--- config.mk ---
export PLATFORM = sky130hd
export DESIGN_NAME = mwum_ram
export DESIGN_NICKNAME = d
export VERILOG_FILES = /design/src/design/maze_wall_union_merge_assert.svh /design/src/design/mwum_ram.sv
export SDC_FILE = /design/constraint.sdc
export NUM_CORES = 2
export LEC_CHECK = 0
export ABC_AREA = 1
export BUFFER_PORTS_ARGS = -buffer_cell sky130_fd_sc_hd__buf_2
export CORE_ASPECT_RATIO = 0.6
export CORE_UTILIZATION = 30
export CTS_CLUSTER_DIAMETER = 120
export DETAILED_ROUTE_END_ITERATION = 6
export PLACE_DENSITY_LB_ADDON = 0.12
export SYNTH_ARGS = -nofsm -noshare
export SYNTH_HDL_FRONTEND = slang
export SYNTH_SLANG_ARGS = --single-unit
export TNS_END_PERCENT = 100
--- constraint.sdc ---
create_clock -name clk -period 2.5 [get_ports clk]
set_clock_uncertainty 0.2 [all_clocks]
set_input_delay 0.5 -clock clk [delete_from_list [all_inputs] [get_ports clk]]
set_output_delay 0.5 -clock clk [all_outputs]
set_load 0.05 [all_outputs]
--- src/design/maze_wall_union_merge_assert.svh ---
// Assertion macros for the maze wall union merge block.
// Included by modules that check their own sequencing.
`ifndef MAZE_WALL_UNION_MERGE_ASSERT_SVH
`define MAZE_WALL_UNION_MERGE_ASSERT_SVH
// Implication checked on every clock edge outside reset.
`define MWUM_ASSERT(label, ante, cons, msg) \
  label: assert property (@(posedge clk) disable iff (!rst_n) (ante) |-> (cons)) \
    else $error(msg);
// Implication whose consequent is checked in the following cycle.
`define MWUM_ASSERT_NEXT(label, ante, cons, msg) \
  label: assert property (@(posedge clk) disable iff (!rst_n) (ante) |=> (cons)) \
    else $error(msg);
`endif

--- src/design/mwum_ram.sv ---
// Generic single-port RAM with registered read.
// No dependencies.
`timescale 1ns / 1ps
`default_nettype none
module mwum_ram #(
  parameter int WIDTH = 8,
  parameter int DEPTH = 256
) (
  input  wire logic                     clk,
  input  wire logic                     we,
  input  wire logic [$clog2(DEPTH)-1:0] addr,
  input  wire logic [WIDTH-1:0]         wdata,
  output logic      [WIDTH-1:0]         rdata
);
  logic [WIDTH-1:0] mem [DEPTH];

  // write; the registered read returns the old contents on a write
  always_ff @(posedge clk) begin
    if (we) begin
      mem[addr] <= wdata;
    end
    rdata <= mem[addr];
  end
endmodule
`default_nettype wire

# [Word level (Yosys, flattened, before mapping)]
# Memory sizes are Yosys's and may differ from the RTL's. A register that Yosys moved wholly into a read port is not among the register bits.
# Index checks and enable logic that the tools add are counted.
[op_classes] mux=2
[ops] op="2-to-1 mux 1 bit" count=2
[word_totals] regBits=0 ramBits=2048 in_bits=18 out_inout_bits=8 word_cells=3 mem_count=1
[mem_list] memory="mem" words=256 word_bits=8 rd=1 rd_ports_with_merged_regs=1 wr=1 line_no="mwum_ram.sv:15" text="logic [WIDTH-1:0] mem [DEPTH];"

# [Longest topological paths before layout]
[depth] word_depth=2 depth_mapped=15 depth_no_buf=13

# [Least setup slack after synthesis]
# OpenSTA, ideal clock, no wires.
[synth_timing] path_kind="input to register" startpoint="in addr[1]" endpoint="mem mem[234][0] (enable)" setup_ps=370 arrival_ps=1970 required_ps=1930 slack_ps=-40 cell_stages=10 n_path_buf=4 path_cell_list="buf_4 > inv_4 > nor2_8 > buf_4 > buf_4 > inv_2 > nor2_1 > nand2_1 > clkbuf_1 > nor2_1"
[synth_lines] item="start: declaration" line_no="mwum_ram.sv:11" text="input wire logic [$clog2(DEPTH)-1:0] addr,"
[synth_lines] item="end: declaration" line_no="mwum_ram.sv:15"
# Straight into the memory's write port.

==> out/qor.csv <==
stage;metric;value;unit
hold_path;hold_depth;6;
yosys;yosysMostFrequentCell;nand2_1;
finish;area_delta_synth_final;20.7;%
yosys;synth-async-reset-ratio;0;
grt;grt_start_max_net_pins;92;
yosys;synth.distinct_cells;18;
power_and_ir_drop;switching_power;17.4;mW
detailed_routing;drt-total-wl;286;mm
yosys;synth_area;84900;µm²
power_and_ir_drop;power_density;716;nW/µm²
yosys;synth_common_cells;nand2_1, edfxtp_1, nor2_1;
timing;setup_viol;0;
detailed_routing;first_pass_iters;5;
clock_tree;clock_tree.root_cell;clkbuf_16;
power_and_ir_drop;p_comb_frac;0.073;
timing;maxSlewHeadroom;0.316;
clock_tree;post_cts_buffers;0;
finish;finalNetCount;8696;
yosys;synth_flop_cell;edfxtp_1;
power_and_ir_drop;switching_share;0.238;
timing;drv_slew;0;
power_and_ir_drop;finalPower;73.4;mW
die;row_count;150;
detailed_routing;drtIter0Drc;6577;
detailed_routing;via_count;58700;
timing;fmax;400;MHz
yosys;avgSynthCellArea;10.6;µm²
grt;antenna_found_initial;33;
timing;tightestPinTransition;1.02;ns
yosys;synth_top_area_share;0.725;
yosys;synth_edf_count;2048;
yosys;ys_ff_latch;2056;
power_and_ir_drop;p_int;56.0;mW
clock_tree;htree_num_levels;4;
timing;period_share;0.999;
yosys;synthesis.nets;8039;
yosys;syn_inst;8021;
detailed_routing;viasPerCell;4.67;
die;dieArea;285000;µm²
place;place_congestion;0.841;
setup_path;reg2reg_depth;14;
power_and_ir_drop;p_leak;41.1;nW
die;initial_core_util;0.303;
setup_path;required;3.03;ns
power_and_ir_drop;ir_drop;529;µV
setup_path;crit_type;input pin to register;
place;dpl_worst_slack;-0.830;ns
clock_tree;cts_buffers;205;
detailed_routing;ant_nets;0;
yosys;yosys_warnings;0;
yosys;synthTopCellsByArea;edfxtp_1, nand2_1, nor2_1;
place;dp_hpwl;189;mm
clock_tree;clockBufferDepth;4;
setup_path;worstPathArrival;3.03;ns
clock_tree;cts_tree;done;
clock_tree;clock_latency;0.88;ns
finish;layout-drive-gt1-share;0.132;
timing;setup_slack;0.00184;ns
detailed_routing;wl_per_cell;22.8;µm
die;dieWidth;689;µm
power_and_ir_drop;seqPwrFrac;0.518;
hold_path;worst_hold_path_type;input pin to register;
grt;grt_pass1_wl;410;mm
setup_path;cp-start-kind;input pin;
place;io_buffers;25;
grt;grt_pass1_vias;56300;
timing;fin_crit;2.50;ns
yosys;ys_seq_area_frac;0.727;
timing;hold_viol_final;0;
job;max-cap-violations;0;
yosys;yosysTopAreaCell;edfxtp_1;
clock_tree;path_clk_slew;0.07;ns
timing;rsz0062_at_grt;false;
clock_tree;clock-sinks;2056;
status;outcome;finished, final reports clean;
grt;grtUsageTotal;0.198;
die;ios;26;
die;core;280000;µm²
setup_path;worst_setup_path_end_kind;register;
power_and_ir_drop;pwr-share-clk;0.409;
die;die_h;414;µm
detailed_routing;drc;0;
setup_path;crit_path_max_fanout;18;
grt;grt_overflow;0;
==> worst paths after layout <==
kind                       to             startpoint  slack (ns)
min reg2reg  rdata[1]$_DFF_P_  mem[107][1]$_DFFE_PP_        0.71
max          rdata[7]$_DFF_P_                addr[0]       0.002
min          rdata[0]$_DFF_P_                addr[6]        0.21
max reg2reg  rdata[7]$_DFF_P_    mem[3][7]$_DFFE_PP_        0.03
==> flip-flops by register name, indices dropped and copies added, names as in the netlist <==
| signal | count |
|---|---|
| mem | 2048 |
| rdata | 8 |
==> power by group through the flow <==
stage                     sequential, mW  combinational, mW  clock (mW)
after floorplan                     38.8               2.16           0
after global placement              38.8               5.35           0
after detailed placement            38.8               5.33           0
final                               38.0               5.32        30.0
after global routing                38.0               5.78        32.0
after CTS                           38.0               5.35        30.7
==> metal layers <==
layer  global-route usage  wire, µm  vias to the layer above
li1                     -         -                    27700
met5                    0        13                        -
met1                0.323    148000                    28800
met2                0.267    111000                     1815
met3               0.0388     22200                      328
met4               0.0382      5350                        2
==> placed cells by master, fill, tap and decap left out, drive strengths merged <==
cell	n
nand2	4771
edfxtp	2048
buf	859
nor2	362
clkbuf	255
nand3	188
o21ai	160
clkinv	78
inv	39
a21oi	32
bufinv	13
clkinvlp	9
dlygate4sd3	8
dfxtp	8
diode	6
==> worst max-delay path: stages <==
cell,delay (ns)
buf_8,0.15
inv_8,0.15
buf_12,0.20
buf_4,0.22
buf_12,0.20
nand2_1,0.06
nand2_1,0.05
nand2_1,0.08
nand2_1,0.06
nand2_1,0.06
nand2_1,0.08
o21ai_1,0.13
nand2_1,0.06
buf_4,0.17
nor2_1,0.14
nor2_1,0.09
nor2_1,0.42
nand2_1,0.13
==> metrics by stage <==
step	instance area, µm²	instances	TNS, ns	hold slack, ns	utilization
after floorplan	84900	8021	-22.48	0.399	-
after global placement	96200	12200	-635.67	0.647	0.344
after detailed placement	96200	12200	-646.29	0.650	0.344
after CTS	102000	12600	0	0.165	0.366
after global routing	102000	12600	0	0.203	0.366
final	102000	12600	0	0.213	0.366
==> timing repair <==
action	4_1_cts	5_1_grt
hold buffers	8	0
endpoints found under the setup margin	2	3
resized for setup	2	3
endpoints found under the hold margin	367	0
==> kinds of logic after synthesis <==
group           Yosys count  share of synthesized area
flops                  2056                      0.727
buf+inv                 452                     0.0236
compound gates          192                     0.0113
simple gates           5321                      0.238
==> final cells by class <==
type / count / area [µm²]
sequential: 2056 / 61700
clock buffer: 255 / 5360
timing repair buffer: 867 / 8460
multi-input combinational: 5513 / 21300
clock inverter: 104 / 827
tap: 3724 / 4660
fill: 27700 / 177000
inverter: 35 / 165
antenna: 6 / 15.0
Power figures use the tool's default switching activity.
